<file path="src/hw/rtl/esp_pkg.sv">
// Shared constants, codes and interface structs of the encoder speed and position tracker.
package esp_pkg;

	localparam int SCALE_W = 32;
	localparam int FRAC_W  = 16;
	localparam int DIGIT_W = 4;
	localparam int DIGITS  = SCALE_W / DIGIT_W;
	localparam int MAG_W   = 48;
	localparam int POS_W   = 48;
	localparam int DELTA_W = 34;
	localparam int COUNT_W = 16;
	localparam int WRAP_W  = 16;
	localparam int REV_W   = 32;
	localparam int SPEED_W = 32;

	localparam logic [SCALE_W-1:0] SCALE_RESET = 32'h0001_0000;

	typedef enum logic [1:0] {
		ACT_WRAP   = 2'd0,
		ACT_SAMPLE = 2'd1,
		ACT_READ   = 2'd2,
		ACT_CLEAR  = 2'd3
	} action_t;

	typedef enum logic {
		REG_SPEED_SCALE = 1'b0,
		REG_ANGLE_SCALE = 1'b1
	} reg_index_t;

	typedef struct packed {
		logic               start;
		logic               neg;
		logic [MAG_W-1:0]   mag;
		logic [SCALE_W-1:0] scale;
	} scale_req_t;

	typedef struct packed {
		logic clear;
		logic sub;
		logic add;
	} ring_ctl_t;

endpackage

</file>
<file path="src/hw/rtl/esp_scale.sv">
// Digit-serial Q16.16 scaler: floor(sign * mag * scale / 2^16), saturated to 32 bits signed.
module esp_scale (
	input  logic                         clk,
	input  logic                         arst_n,
	input  esp_pkg::scale_req_t          req,
	output logic                         busy,
	output logic [esp_pkg::SPEED_W-1:0]  result
);

	localparam int CNT_W  = $clog2(esp_pkg::DIGITS + 1);
	localparam int STEP_W = esp_pkg::MAG_W + esp_pkg::DIGIT_W;
	localparam int ACC_LO = esp_pkg::SPEED_W + esp_pkg::FRAC_W - 1 - esp_pkg::SCALE_W;
	localparam logic [esp_pkg::SPEED_W-1:0] SAT_MAX = {1'b0, {(esp_pkg::SPEED_W-1){1'b1}}};
	localparam logic [esp_pkg::SPEED_W-1:0] SAT_MIN = {1'b1, {(esp_pkg::SPEED_W-1){1'b0}}};

	logic                          busy_q;
	logic [CNT_W-1:0]              cnt_q;
	logic                          neg_q;
	logic [esp_pkg::MAG_W-1:0]     mag_q;
	logic [esp_pkg::SCALE_W-1:0]   scale_q;
	logic [esp_pkg::MAG_W-1:0]     acc_q;
	logic [esp_pkg::SCALE_W-1:0]   low_q;
	logic [esp_pkg::SPEED_W-1:0]   result_q;

	logic [STEP_W-1:0]             pp;
	logic [STEP_W-1:0]             step_sum;
	logic                          last_step;
	logic                          hi_nz;
	logic                          frac;
	logic [esp_pkg::SPEED_W-2:0]   q_low;
	logic [esp_pkg::SPEED_W-1:0]   q_rnd;
	logic [esp_pkg::SPEED_W-1:0]   res_d;

	assign last_step = (cnt_q == CNT_W'(esp_pkg::DIGITS));

	// One digit of the scale factor per cycle, least significant first.
	always_comb begin
		pp = '0;
		for (int i = 0; i < esp_pkg::DIGIT_W; i++) begin
			if (scale_q[i]) begin
				pp = pp + (STEP_W'(mag_q) << i);
			end
		end
		step_sum = pp + STEP_W'(acc_q);
	end

	// The product is acc_q above low_q; the quotient drops the 16 fraction bits.
	always_comb begin
		hi_nz = |acc_q[esp_pkg::MAG_W-1:ACC_LO];
		q_low = {acc_q[ACC_LO-1:0], low_q[esp_pkg::SCALE_W-1:esp_pkg::FRAC_W]};
		frac  = |low_q[esp_pkg::FRAC_W-1:0];
		q_rnd = {1'b0, q_low} + esp_pkg::SPEED_W'(frac);
		if (!neg_q) begin
			res_d = hi_nz ? SAT_MAX : {1'b0, q_low};
		end else begin
			res_d = hi_nz ? SAT_MIN : (esp_pkg::SPEED_W'(0) - q_rnd);
		end
	end

	always_ff @(posedge clk or negedge arst_n) begin
		if (!arst_n) begin
			busy_q <= 1'b0;
			cnt_q  <= '0;
		end else if (req.start) begin
			busy_q <= 1'b1;
			cnt_q  <= '0;
		end else if (busy_q && last_step) begin
			busy_q <= 1'b0;
		end else if (busy_q) begin
			cnt_q <= cnt_q + CNT_W'(1);
		end
	end

	always_ff @(posedge clk) begin
		if (req.start) begin
			neg_q   <= req.neg;
			mag_q   <= req.mag;
			scale_q <= req.scale;
			acc_q   <= '0;
			low_q   <= '0;
		end else if (busy_q && !last_step) begin
			acc_q   <= step_sum[STEP_W-1:esp_pkg::DIGIT_W];
			low_q   <= {step_sum[esp_pkg::DIGIT_W-1:0],
				low_q[esp_pkg::SCALE_W-1:esp_pkg::DIGIT_W]};
			scale_q <= scale_q >> esp_pkg::DIGIT_W;
		end else if (busy_q) begin
			result_q <= res_d;
		end
	end

	assign busy   = busy_q;
	assign result = result_q;

`ifndef NO_ASSERTIONS
	a_start_idle: assert property (@(posedge clk) disable iff (!arst_n)
		req.start |-> !busy_q)
		else $error("scaler started while busy");
`endif

endmodule

</file>
<file path="src/hw/rtl/esp_avg_div.sv">
// Bit-serial floor division of the signed ring sum by the ring depth.
module esp_avg_div #(
	parameter int RING_DEPTH = 8
) (
	input  logic                                              clk,
	input  logic                                              arst_n,
	input  logic                                              start,
	input  logic [esp_pkg::SPEED_W+$clog2(RING_DEPTH)-1:0]    sum,
	output logic                                              busy,
	output logic [esp_pkg::SPEED_W-1:0]                       avg
);

	localparam int SUM_W = esp_pkg::SPEED_W + $clog2(RING_DEPTH);
	localparam int R_W   = $clog2(RING_DEPTH) + 1;
	localparam int CNT_W = $clog2(SUM_W + 1);
	localparam logic [R_W-1:0] DIVISOR = R_W'(RING_DEPTH);

	logic                        busy_q;
	logic [CNT_W-1:0]            cnt_q;
	logic                        neg_q;
	logic [SUM_W-1:0]            num_q;
	logic [R_W-1:0]              rem_q;
	logic [esp_pkg::SPEED_W-1:0] avg_q;

	logic                        last_step;
	logic [R_W-1:0]              r2;
	logic                        ge;
	logic [esp_pkg::SPEED_W-1:0] q32;
	logic [esp_pkg::SPEED_W-1:0] avg_d;

	assign last_step = (cnt_q == CNT_W'(SUM_W));
	assign r2        = {rem_q[R_W-2:0], num_q[SUM_W-1]};
	assign ge        = (r2 >= DIVISOR);

	// A negative sum with a remainder rounds one further toward minus infinity.
	always_comb begin
		q32   = num_q[esp_pkg::SPEED_W-1:0]
			+ esp_pkg::SPEED_W'(neg_q && (rem_q != '0));
		avg_d = neg_q ? (esp_pkg::SPEED_W'(0) - q32) : q32;
	end

	always_ff @(posedge clk or negedge arst_n) begin
		if (!arst_n) begin
			busy_q <= 1'b0;
			cnt_q  <= '0;
		end else if (start) begin
			busy_q <= 1'b1;
			cnt_q  <= '0;
		end else if (busy_q && last_step) begin
			busy_q <= 1'b0;
		end else if (busy_q) begin
			cnt_q <= cnt_q + CNT_W'(1);
		end
	end

	always_ff @(posedge clk) begin
		if (start) begin
			neg_q <= sum[SUM_W-1];
			num_q <= sum[SUM_W-1] ? (SUM_W'(0) - sum) : sum;
			rem_q <= '0;
		end else if (busy_q && !last_step) begin
			num_q <= {num_q[SUM_W-2:0], ge};
			rem_q <= ge ? (r2 - DIVISOR) : r2;
		end else if (busy_q) begin
			avg_q <= avg_d;
		end
	end

	assign busy = busy_q;
	assign avg  = avg_q;

`ifndef NO_ASSERTIONS
	a_rem_bound: assert property (@(posedge clk) disable iff (!arst_n)
		busy_q && !$past(start) |-> rem_q < DIVISOR)
		else $error("division remainder reached the divisor");
`endif

endmodule

</file>
<file path="src/hw/rtl/esp_ring.sv">
// Ring of recent speed values with its running sum and per-entry valid bits.
module esp_ring #(
	parameter int RING_DEPTH = 8
) (
	input  logic                                              clk,
	input  logic                                              arst_n,
	input  esp_pkg::ring_ctl_t                                ctl,
	input  logic [esp_pkg::SPEED_W-1:0]                       wdata,
	output logic [esp_pkg::SPEED_W+$clog2(RING_DEPTH)-1:0]    sum
);

	localparam int SUM_W  = esp_pkg::SPEED_W + $clog2(RING_DEPTH);
	localparam int SLOT_W = $clog2(RING_DEPTH);
	localparam int EXT_W  = SUM_W - esp_pkg::SPEED_W;

	logic [esp_pkg::SPEED_W-1:0] mem [RING_DEPTH];
	logic [esp_pkg::SPEED_W-1:0] rdata_q;
	logic [RING_DEPTH-1:0]       valid_q;
	logic [SLOT_W-1:0]           slot_q;
	logic [SUM_W-1:0]            sum_q;
	logic [esp_pkg::SPEED_W-1:0] old_val;

	// An entry not written since the last clear counts as zero.
	assign old_val = valid_q[slot_q] ? rdata_q : '0;

	always_ff @(posedge clk) begin
		rdata_q <= mem[slot_q];
		if (ctl.add) begin
			mem[slot_q] <= wdata;
		end
	end

	always_ff @(posedge clk or negedge arst_n) begin
		if (!arst_n) begin
			valid_q <= '0;
			slot_q  <= '0;
			sum_q   <= '0;
		end else if (ctl.clear) begin
			valid_q <= '0;
			sum_q   <= '0;
		end else if (ctl.sub) begin
			sum_q <= sum_q - {{EXT_W{old_val[esp_pkg::SPEED_W-1]}}, old_val};
		end else if (ctl.add) begin
			sum_q           <= sum_q + {{EXT_W{wdata[esp_pkg::SPEED_W-1]}}, wdata};
			valid_q[slot_q] <= 1'b1;
			slot_q          <= (slot_q == SLOT_W'(RING_DEPTH - 1)) ? '0 : slot_q + SLOT_W'(1);
		end
	end

	assign sum = sum_q;

endmodule

</file>
<file path="src/hw/rtl/encoder_speed_position_tracker.sv">
// Encoder speed and position tracker: event sequencer, state registers and result register.
//
//   channel  direction  handshake              payload
//   in       receive    in_valid / in_stall    action, count, count_down
//   out      send       out_valid / out_stall  speed_now, speed_avg, position, angle
//   cfg      receive    cfg_we                 cfg_index, cfg_data
//
// One event at a time. Every event runs the bit-serial average divider, the longest step of
// an event. A speed sample adds the ring update, and a sample that is not the first after a
// clear adds the digit-serial speed scaling.
// Reset clears all tracking state and the ring valid bits at once; no clearing pass is needed.
// A result waiting under out_stall does not block acceptance of the next event; that event
// waits in ST_DONE until the earlier result is taken.
module encoder_speed_position_tracker #(
	parameter int RING_DEPTH      = 8,
	parameter int COUNTS_PER_TURN = 4096
) (
	input  logic                                clk,
	input  logic                                arst_n,
	input  logic                                in_valid,
	output logic                                in_stall,
	input  logic [1:0]                          action,
	input  logic [esp_pkg::COUNT_W-1:0]         count,
	input  logic                                count_down,
	output logic                                out_valid,
	input  logic                                out_stall,
	output logic signed [esp_pkg::SPEED_W-1:0]  speed_now,
	output logic signed [esp_pkg::SPEED_W-1:0]  speed_avg,
	output logic signed [esp_pkg::POS_W-1:0]    position,
	output logic signed [esp_pkg::SPEED_W-1:0]  angle,
	input  logic                                cfg_we,
	input  logic                                cfg_index,
	input  logic [esp_pkg::SCALE_W-1:0]         cfg_data
);

	localparam int SUM_W = esp_pkg::SPEED_W + $clog2(RING_DEPTH);
	localparam logic [esp_pkg::REV_W-1:0] REV_MAX = {1'b0, {(esp_pkg::REV_W-1){1'b1}}};
	localparam logic [esp_pkg::REV_W-1:0] REV_MIN = {1'b1, {(esp_pkg::REV_W-1){1'b0}}};
	localparam logic [esp_pkg::WRAP_W-1:0] WRAP_FULL = '1;

	typedef enum logic [8:0] {
		ST_IDLE       = 9'b0_0000_0001,
		ST_PREP       = 9'b0_0000_0010,
		ST_SPEED_GO   = 9'b0_0000_0100,
		ST_SPEED_WAIT = 9'b0_0000_1000,
		ST_RING_SUB   = 9'b0_0001_0000,
		ST_RING_ADD   = 9'b0_0010_0000,
		ST_ANGLE_GO   = 9'b0_0100_0000,
		ST_ANGLE_WAIT = 9'b0_1000_0000,
		ST_DONE       = 9'b1_0000_0000
	} state_t;

	state_t                         state_q;
	esp_pkg::action_t               act_q;
	logic [esp_pkg::COUNT_W-1:0]    count_q;
	logic                           down_q;
	logic [esp_pkg::WRAP_W-1:0]     wrap_q;
	logic [esp_pkg::COUNT_W-1:0]    prev_q;
	logic                           first_q;
	logic [esp_pkg::REV_W-1:0]      rev_q;
	logic [esp_pkg::DELTA_W-1:0]    delta_q;
	logic [esp_pkg::POS_W-1:0]      pos_q;
	logic [esp_pkg::SPEED_W-1:0]    speed_q;
	logic [esp_pkg::SCALE_W-1:0]    speed_scale_q;
	logic [esp_pkg::SCALE_W-1:0]    angle_scale_q;
	logic                           out_valid_q;
	logic [esp_pkg::SPEED_W-1:0]    speed_now_q;
	logic [esp_pkg::SPEED_W-1:0]    speed_avg_q;
	logic [esp_pkg::POS_W-1:0]      position_q;
	logic [esp_pkg::SPEED_W-1:0]    angle_q;

	logic                           in_acc;
	logic                           load_out;
	logic [esp_pkg::DELTA_W-1:0]    wraps;
	logic [esp_pkg::DELTA_W-1:0]    diff;
	logic [esp_pkg::DELTA_W-1:0]    delta_d;
	logic [esp_pkg::DELTA_W-1:0]    delta_mag;
	logic [esp_pkg::POS_W-1:0]      pos_d;
	logic [esp_pkg::POS_W-1:0]      pos_mag;
	esp_pkg::scale_req_t            scale_req;
	logic                           mul_busy;
	logic [esp_pkg::SPEED_W-1:0]    mul_res;
	esp_pkg::ring_ctl_t             ring_ctl;
	logic [SUM_W-1:0]               ring_sum;
	logic                           div_start;
	logic                           div_busy;
	logic [esp_pkg::SPEED_W-1:0]    div_avg;

	assign in_acc   = in_valid && (state_q == ST_IDLE);
	assign load_out = (state_q == ST_DONE) && (!out_valid_q || !out_stall);

	// Count change since the last sample, with whole turns added or taken off.
	always_comb begin
		wraps   = esp_pkg::DELTA_W'(wrap_q) * esp_pkg::DELTA_W'(COUNTS_PER_TURN);
		diff    = esp_pkg::DELTA_W'(count_q) - esp_pkg::DELTA_W'(prev_q);
		delta_d = down_q ? (diff - wraps) : (diff + wraps);
		pos_d   = {{(esp_pkg::POS_W-esp_pkg::REV_W){rev_q[esp_pkg::REV_W-1]}}, rev_q}
			* esp_pkg::POS_W'(COUNTS_PER_TURN) + esp_pkg::POS_W'(count_q);
		delta_mag = delta_q[esp_pkg::DELTA_W-1] ? (esp_pkg::DELTA_W'(0) - delta_q) : delta_q;
		pos_mag   = pos_q[esp_pkg::POS_W-1] ? (esp_pkg::POS_W'(0) - pos_q) : pos_q;
	end

	always_comb begin
		scale_req.start = (state_q == ST_SPEED_GO) || (state_q == ST_ANGLE_GO);
		if (state_q == ST_SPEED_GO) begin
			scale_req.neg   = delta_q[esp_pkg::DELTA_W-1];
			scale_req.mag   = esp_pkg::MAG_W'(delta_mag);
			scale_req.scale = speed_scale_q;
		end else begin
			scale_req.neg   = pos_q[esp_pkg::POS_W-1];
			scale_req.mag   = esp_pkg::MAG_W'(pos_mag);
			scale_req.scale = angle_scale_q;
		end
	end

	assign ring_ctl.clear = (state_q == ST_PREP) && (act_q == esp_pkg::ACT_CLEAR);
	assign ring_ctl.sub   = (state_q == ST_RING_SUB);
	assign ring_ctl.add   = (state_q == ST_RING_ADD);
	assign div_start      = (state_q == ST_ANGLE_GO);

	esp_scale u_scale (
		.clk    (clk),
		.arst_n (arst_n),
		.req    (scale_req),
		.busy   (mul_busy),
		.result (mul_res)
	);

	esp_ring #(
		.RING_DEPTH (RING_DEPTH)
	) u_ring (
		.clk    (clk),
		.arst_n (arst_n),
		.ctl    (ring_ctl),
		.wdata  (speed_q),
		.sum    (ring_sum)
	);

	esp_avg_div #(
		.RING_DEPTH (RING_DEPTH)
	) u_avg_div (
		.clk    (clk),
		.arst_n (arst_n),
		.start  (div_start),
		.sum    (ring_sum),
		.busy   (div_busy),
		.avg    (div_avg)
	);

	always_ff @(posedge clk or negedge arst_n) begin
		if (!arst_n) begin
			state_q       <= ST_IDLE;
			wrap_q        <= '0;
			prev_q        <= '0;
			first_q       <= 1'b1;
			rev_q         <= '0;
			out_valid_q   <= 1'b0;
			speed_scale_q <= esp_pkg::SCALE_RESET;
			angle_scale_q <= esp_pkg::SCALE_RESET;
		end else begin
			if (cfg_we) begin
				case (esp_pkg::reg_index_t'(cfg_index))
					esp_pkg::REG_SPEED_SCALE: speed_scale_q <= cfg_data;
					esp_pkg::REG_ANGLE_SCALE: angle_scale_q <= cfg_data;
					default: ;
				endcase
			end

			if (load_out) begin
				out_valid_q <= 1'b1;
			end else if (!out_stall) begin
				out_valid_q <= 1'b0;
			end

			case (state_q)
				ST_IDLE: begin
					if (in_acc) begin
						state_q <= ST_PREP;
						if (esp_pkg::action_t'(action) == esp_pkg::ACT_WRAP) begin
							if (wrap_q != WRAP_FULL) begin
								wrap_q <= wrap_q + esp_pkg::WRAP_W'(1);
							end
							// The revolution count restarts at zero from either extreme.
							if (rev_q == REV_MAX || rev_q == REV_MIN) begin
								rev_q <= '0;
							end else if (count_down) begin
								rev_q <= rev_q - esp_pkg::REV_W'(1);
							end else begin
								rev_q <= rev_q + esp_pkg::REV_W'(1);
							end
						end
					end
				end
				ST_PREP: begin
					case (act_q)
						esp_pkg::ACT_SAMPLE: begin
							wrap_q  <= '0;
							prev_q  <= count_q;
							first_q <= 1'b0;
							state_q <= first_q ? ST_RING_SUB : ST_SPEED_GO;
						end
						esp_pkg::ACT_CLEAR: begin
							first_q <= 1'b1;
							state_q <= ST_ANGLE_GO;
						end
						default: state_q <= ST_ANGLE_GO;
					endcase
				end
				ST_SPEED_GO: state_q <= ST_SPEED_WAIT;
				ST_SPEED_WAIT: begin
					if (!mul_busy) begin
						state_q <= ST_RING_SUB;
					end
				end
				ST_RING_SUB: state_q <= ST_RING_ADD;
				ST_RING_ADD: state_q <= ST_ANGLE_GO;
				ST_ANGLE_GO: state_q <= ST_ANGLE_WAIT;
				ST_ANGLE_WAIT: begin
					if (!mul_busy && !div_busy) begin
						state_q <= ST_DONE;
					end
				end
				ST_DONE: begin
					if (load_out) begin
						state_q <= ST_IDLE;
					end
				end
				default: state_q <= ST_IDLE;
			endcase
		end
	end

	always_ff @(posedge clk) begin
		if (in_acc) begin
			act_q   <= esp_pkg::action_t'(action);
			count_q <= count;
			down_q  <= count_down;
		end
		if (state_q == ST_PREP) begin
			delta_q <= delta_d;
			pos_q   <= pos_d;
			speed_q <= '0;
		end
		if (state_q == ST_SPEED_WAIT && !mul_busy) begin
			speed_q <= mul_res;
		end
		if (load_out) begin
			speed_now_q <= speed_q;
			speed_avg_q <= div_avg;
			position_q  <= pos_q;
			angle_q     <= mul_res;
		end
	end

	assign in_stall  = (state_q != ST_IDLE);
	assign out_valid = out_valid_q;
	assign speed_now = $signed(speed_now_q);
	assign speed_avg = $signed(speed_avg_q);
	assign position  = $signed(position_q);
	assign angle     = $signed(angle_q);

`ifndef NO_ASSERTIONS
	a_busy_after_accept: assert property (@(posedge clk) disable iff (!arst_n)
		in_valid && !in_stall |=> in_stall)
		else $error("sequencer not busy after an accepted transaction");

	a_units_done: assert property (@(posedge clk) disable iff (!arst_n)
		state_q == ST_DONE |-> !mul_busy && !div_busy)
		else $error("result loaded while an arithmetic unit is busy");

	a_ring_write_sample: assert property (@(posedge clk) disable iff (!arst_n)
		ring_ctl.add |-> act_q == esp_pkg::ACT_SAMPLE)
		else $error("ring written by an event that is not a speed sample");
`endif

endmodule
</file>
<file path="config.mk">
export PLATFORM = sky130hd
export DESIGN_NAME = encoder_speed_position_tracker
export DESIGN_NICKNAME = d
export VERILOG_FILES = /design/src/hw/rtl/esp_pkg.sv /design/src/hw/rtl/esp_scale.sv /design/src/hw/rtl/esp_avg_div.sv /design/src/hw/rtl/esp_ring.sv /design/src/hw/rtl/encoder_speed_position_tracker.sv
export SDC_FILE = /design/constraint.sdc
export NUM_CORES = 2
export LEC_CHECK = 0
export BUFFER_PORTS_ARGS = -buffer_cell sky130_fd_sc_hd__buf_2
export CORE_MARGIN = 3
export CORE_UTILIZATION = 60
export DETAILED_ROUTE_END_ITERATION = 10
export GPL_TIMING_DRIVEN = 0
export PLACE_DENSITY = 0.77
export SLEW_MARGIN = 10
export SYNTH_ARGS = -nofsm -noshare
export SYNTH_HDL_FRONTEND = slang
export SYNTH_SLANG_ARGS = --single-unit
</file>
<file path="constraint.sdc">
create_clock -name clk -period 26.3 [get_ports clk]
set_input_delay 1.315 -clock clk [delete_from_list [all_inputs] [get_ports clk]]
set_output_delay 1.315 -clock clk [all_outputs]
set_load 0.02 [all_outputs]
</file>
=== After elaboration in Yosys (flattened, before gate mapping) ===
Memories as Yosys holds them, arrays and structs flattened. A register that Yosys moved wholly into a read port is not among the register bits.
Index checks and enable logic that the tools add are counted.

* Add/sub/neg operators: 24
* Order comparisons: 3
* Equality and inequality tests: 29
* Multiplexer cells: 61
* Bitwise gates (word level): 9
* Reduce and logical (&&, ||, !) cells: 49

{| class="wikitable"
|+ Operator list
! kind !! number
|-
| $mux 32 || 10
|-
| $mux 35 || 6
|-
| $mux 52 || 3
|-
| $mux 48 || 2
|-
| $mux 81 || 1
|-
| $pmux 9 s9 || 1
|-
| $mux 34 || 2
|-
| $mux 16 || 4
|-
| $sub 1x32->32 const A || 2
|-
| $add 52x48->52 || 1
|-
| $add 52x49->52 || 1
|-
| $add 52x50->52 || 1
|-
| $add 52x51->52 || 1
|-
| $sub 1x48->48 const A || 1
|-
| $add 44x17->45 || 1
|-
| $mux 9 || 4
|-
| $add 35x35->35 || 1
|-
| $sub 1x35->35 const A || 1
|-
| $sub 35x35->35 || 1
|-
| $sub 1x34->34 const A || 1
|-
| $reduce_or 33->1 || 1
|-
| $add 31x1->32 || 1
|-
| $add 32x1->32 || 1
|-
| $add 32x1->32 const B || 1
|-
| other kinds (59) || 126
|}

* Bits in registers: 739
* Bits in writable memories: 256
* Input bits: 57
* Output and inout bits: 146
* Logic and storage cells: 213
* Memories: 1

{| class="wikitable"
|+ Memory list
! memory !! words !! width !! read ports !! clocked after memory_dff !! wr ports !! line !! text
|-
| u_ring.mem || 8 || 32 || 1 || 1 || 1 || esp_ring.sv:16 || <nowiki>logic [esp_pkg::SPEED_W-1:0] mem [RING_DEPTH];</nowiki>
|}

=== Depth between registers and ports, before layout ===
* Depth in word-level cells: 8
* Gate-level depth with buffers: 53
* Depth with buffers taken out: 50

=== Cells and area by module ===
A second synthesis with hierarchy kept.

* Cell total of the unflattened synthesis: 6013
* Area, all modules: 61318.8 um^2

{| class="wikitable"
|+ By module, submodules not included
! module !! times used !! cells each !! area each (um^2) !! sequential area each (um^2)
|-
| esp_scale || 1 || 2644 || 21349.2 || 5119.9
|-
| encoder_speed_position_tracker || 1 || 1731 || 20292.0 || 11501.0
|-
| esp_ring || 1 || 1077 || 14402.6 || 9479.1
|-
| esp_avg_div || 1 || 561 || 5275.1 || 2297.2
|}

=== Least setup slack after synthesis ===
No wires, ideal clock.

* Path kind: register to register
* From: reg u_scale.scale_q[0] (netlist name)
* To: reg u_scale.acc_q[47] (netlist name)
* Library setup time: 0.117 ns
* Arrival: 9.726 ns
* Required time: 26.183 ns
* Path slack: 16.457 ns
* Cell stages (with the launch flop): 51
* Path buffers: 5
* Period minus slack after synthesis: 9.843 ns
* Cells stage by stage: edfxtp_1 buf_2 buf_1 clkbuf_1 clkbuf_1 and2_1 ha_1 a21oi_1 a211oi_1 o21ai_0 a21oi_1 o21ai_0 a21oi_1 a2bb2oi_1 a2111oi_0 a31o_2 o31ai_1 ha_1 [15 not listed] o211a_1 nand2_1 nand2b_1 a21oi_1 xnor2_1 mux2_2 ha_1 nand4_1 nor4_1 and4b_1 a211oi_1 o31a_1 a21oi_1 a211o_1 o211ai_1 nor4_2 xor2_1 a22o_1

* Cells in the longest elaborated chain, start to end: 8

{| class="wikitable"
|+ Ends and longest elaborated chain
! what !! line !! text
|-
| start, declared || esp_scale.sv:20 || <nowiki>logic [esp_pkg::SCALE_W-1:0] scale_q;</nowiki>
|-
| start signal, assigned || esp_scale.sv:78 || <nowiki>scale_q <= req.scale;</nowiki>
|-
| start signal, assigned || esp_scale.sv:85 || <nowiki>scale_q <= scale_q >> esp_pkg::DIGIT_W;</nowiki>
|-
| $mux 48 * || esp_scale.sv:40 || <nowiki>if (scale_q[i]) begin</nowiki>
|-
| $add 52x49->52 || esp_scale.sv:41 || <nowiki>pp = pp + (STEP_W'(mag_q) << i);</nowiki>
|-
| $mux 52 * || esp_scale.sv:40 ||
|-
| $add 52x50->52 || esp_scale.sv:41 ||
|-
| $mux 52 * || esp_scale.sv:40 ||
|-
| $add 52x51->52 || esp_scale.sv:41 ||
|-
| $mux 52 * || esp_scale.sv:40 ||
|-
| $add 52x48->52 * || esp_scale.sv:44 || <nowiki>step_sum = pp + STEP_W'(acc_q);</nowiki>
|-
| end signal, assigned || esp_scale.sv:82 || <nowiki>acc_q <= step_sum[STEP_W-1:esp_pkg::DIGIT_W];</nowiki>
|-
| end, declared || esp_scale.sv:21 || <nowiki>logic [esp_pkg::MAG_W-1:0] acc_q;</nowiki>
|}

Every way passes the cells marked *; elsewhere a longest branch is shown, timed or not.
A chain may end at the register's enable or synchronous reset.

=== Worst setup path in the final report ===
* From: reg u_scale.scale_q[0] (netlist name)
* To: reg u_scale.acc_q[45] (netlist name)

The elaborated chain is that of the path after synthesis.

==> impl_metrics.ini <==
[status]
outcome = finished, final reports clean

[clock_network]
clk_pin_slew_ns = 0.06
cts_tree = yes
htree_levels = 3
post-cts-setup-buffer-count = 0
cts_max_path_buffers = 3
cts-root-buf = clkbuf_16
insertion_delay_ns = 0.74
holdBufCountCts = 0
cts_resized = 0
clock-sinks = 1017
numCtsBuffers = 103

[synth]
synth_edf_count = 704
synth_seq_cells = 1017
synth_cell_types = 105
syn_area_mm2 = 0.05989
synthFlopType = edfxtp_1
syn_inst = 5918
yosysWarnings = 0
async_flop_share_pct = 19.37
yosysSeqAreaShare_pct = 47.41
syn_avg_cell_area_um2 = 10.12

[worst_setup_path]
crit_path_end_kind = flop
worstPathArrival_ns = 13.88
crit_path_start_kind = flop
r2r_slack_ns = 13.00
crit_family = compound AO/OA/AOI/OAI gates
crit_top_cell = a21oi_1
crit_path_top_delay_cell = a211oi_1
r2r_end = u_scale.acc_q[45]$_SDFFE_PN0P_
worstPathMaxFanout = 10
cp.buffers_inverters = 5
worstPathRequired_ns = 26.88
setup.worst_path.class = flop to flop
r2r_start = u_scale.scale_q[0]$_DFFE_PP_
worst_r2r_path_depth = 51
worst_path_largest_cell_delay_ns = 0.81

[floorplanning]
start_util_pct = 60.68
core_mm2 = 0.09871
die_area_mm2 = 0.1036
die_w_um = 321.9
die_h_um = 321.9
io_pins = 203
fp-row-count = 115

[placement]
placed_area_mm2 = 0.06310
io_buffers = 202
gp_congestion = 0.9470
post-dp-hpwl_mm = 123.4
pre_cts_slack_ns = 13.44

[cells_and_area]
multi_input_area_mm2 = 0.02977
nets = 6656
fill_cells = 7639
final_cell_mix = edfxtp_1, nand2_1, nor2_1, a21oi_1, o21ai_0
regArea_mm2 = 0.02840
fin_area_mm2 = 0.06673
n_antenna_cell = 0
layout_commonest_cell = edfxtp_1
drive_gt1_share_pct = 9.893
syn2layout_area_growth_pct = 11.42

[detailed_routing]
wire_per_inst_um = 21.70
vias_per_cell = 6.276
first_pass_iters = 6
postRouteAntennaNets = 0
drt_iter0_drc = 4427
wl_mm = 165.6
vias = 47920
drc = 0

[sta]
setup_violations = 0
worstMarginPinSlew_ns = 1.317
holdWs_ns = 0.4187
fin_ws_ns = 13.00
rsz0062_at_grt = no
min_period_ns = 13.30
drv_slew = 0
fin_crit_sh_pct = 50.56
skew_ns = 0.06462
finalHoldViolCount = 0
max_freq_mhz = 75.21
tns_ns = 0
max_slew_margin_pct = 12.01

[global_route]
grt_overflow = 0
grt_max_degree = 109
track_usage_pct = 31.50
grt_pass1_vias = 46660
antenna_found_initial = 0
grt_pass1_wl_mm = 256.2

[power]
leakage_nw = 26.79
p_per_area_mw_per_mm2 = 149.2
ir_worst_vdd_mv = 0.1061

[min_path]
min_to = speed_avg[0]$_DFFE_PP_
hold_class = flop to flop
hold_path_depth = 0
min-delay-start = u_avg_div.avg[0]$_DFFE_PP_

[flow_run]
maxCapViolations = 0
[metal layers]
| layer | share of wire [%] | vias to the layer above | GRT usage [%] | wire length, um |
|---|---|---|---|---|
| li1 | - | 22510 | - | - |
| met1 | 39 | 22950 | 38.89 | 65180 |
| met2 | 48 | 1983 | 53.69 | 79360 |
| met3 | 6.6 | 478 | 3.795 | 10990 |
| met4 | 6.1 | 0 | 18.02 | 10120 |
| met5 | 0 | - | 0 | 0 |
[registers in the layout (all words and copies together) (netlist names), 35 cells and up]
signal,flops
u_ring.mem,256
u_scale.acc_q,48
u_scale.mag_q,48
pos_q,45
position,45
u_avg_div.num_q,35
u_ring.sum,35
[Yosys cell counts (10+ instances only)]
master	number	area, um2
xor2_1	243	2128
o211ai_1	17	127.6
nor2_1	461	1730
inv_1	211	792.0
o21ai_0	345	1727
a21oi_1	415	2077
o21bai_1	43	322.8
or2_2	24	150.1
nor2b_1	31	193.9
dfrtp_1	193	4830
buf_2	11	55.05
a21boi_0	19	142.6
nand2_1	606	2275
a211o_1	17	148.9
and2_1	83	519.3
or4_1	33	247.7
a211oi_1	41	307.8
edfxtp_1	704	21140
nand2b_1	46	287.8
o31ai_1	51	382.9
nand4_1	92	575.6
nand3_1	102	510.5
and4_1	12	105.1
a22oi_1	183	1374
and3_1	44	275.3
ha_1	333	4167
o21a_1	39	292.8
dfxtp_1	116	2322
nor4_1	55	344.1
xnor2_1	297	2601
clkbuf_1	218	818.3
a31oi_1	49	306.5
a21o_1	171	1284
o41ai_1	21	183.9
or3_1	46	287.8
o31a_1	12	105.1
o22ai_1	30	187.7
nor3_1	101	505.5
nand3b_1	16	120.1
o2111ai_1	10	87.58
mux2_2	122	1374
a22o_1	19	166.4
buf_1	26	97.59
mux2i_1	27	270.3
[worst max path at each step]
stage / from / to / slack (ns) / depth (start not counted)
detailed placement: u_scale.scale_q[0]$_DFFE_PP_ / u_scale.acc_q[47]$_SDFFE_PN0P_ / 13.44 / 50
global route: u_scale.scale_q[0]$_DFFE_PP_ / u_scale.acc_q[47]$_SDFFE_PN0P_ / 12.09 / 50
CTS: u_scale.scale_q[0]$_DFFE_PP_ / u_scale.acc_q[47]$_SDFFE_PN0P_ / 13.33 / 50
finish: u_scale.scale_q[0]$_DFFE_PP_ / u_scale.acc_q[45]$_SDFFE_PN0P_ / 13.00 / 51
floorplan: u_scale.scale_q[0]$_DFFE_PP_ / u_scale.acc_q[47]$_SDFFE_PN0P_ / 16.46 / 50
global placement: u_scale.scale_q[0]$_DFFE_PP_ / u_scale.acc_q[47]$_SDFFE_PN0P_ / 13.45 / 50
[cell families (layout without fill, tap and decap cells)]
kind of cell	count (synthesis)	count (layout)	synth area share, %
XOR/XNOR	540	540	7.897
buffers and inverters	474	902	3.044
other	1	3	0.006261
AND/OR/NAND/NOR	1805	1805	14.44
multiplexers	149	149	2.745
adder cells (fa/ha/maj)	343	343	7.274
AO/OA/AOI/OAI	1589	1589	17.17
flip-flops	1017	1017	47.41
[cell type report]
cell class | count | area share, %
multi-input cells | 4429 | 44.61
flip-flops and latches | 1017 | 42.56
clock buffers | 131 | 4.217
well taps | 1287 | 2.413
repair buffers | 232 | 2.246
plain buffers | 262 | 1.551
clock inverters | 65 | 1.217
inverters | 212 | 1.193
[worst register-to-register path: cells and delay by family (launching register included)]
family,cells,cell delay (ns)
xor gates and xnor gates,3,0.41
muxes,1,0.31
buffers and inverters,5,1.88
DFF,1,0.60
and+or+nand+nor,6,0.81
AOI/OAI and AO/OA,32,8.12
adders and majority gates,4,1.05
[where the power goes]
part	internal, mW	switching (mW)
combinational	2.47	3.52
clock	0.886	0.653
sequential	2.11	0.313
total	5.47	4.49
[stage by stage]
| stage | util (%) | std cells | power (mW) |
|---|---|---|---|
| 2_1_floorplan | - | 5920 | 6.968 |
| 3_3_place_gp | 63.34 | 7409 | 8.200 |
| 3_5_place_dp | 63.93 | 7439 | 8.305 |
| 4_1_cts | 67.60 | 7635 | 9.882 |
| 5_1_grt | 67.60 | 7635 | 10.72 |
| 6_report | 67.60 | 7635 | 9.955 |
Power figures use the tool's default switching activity.
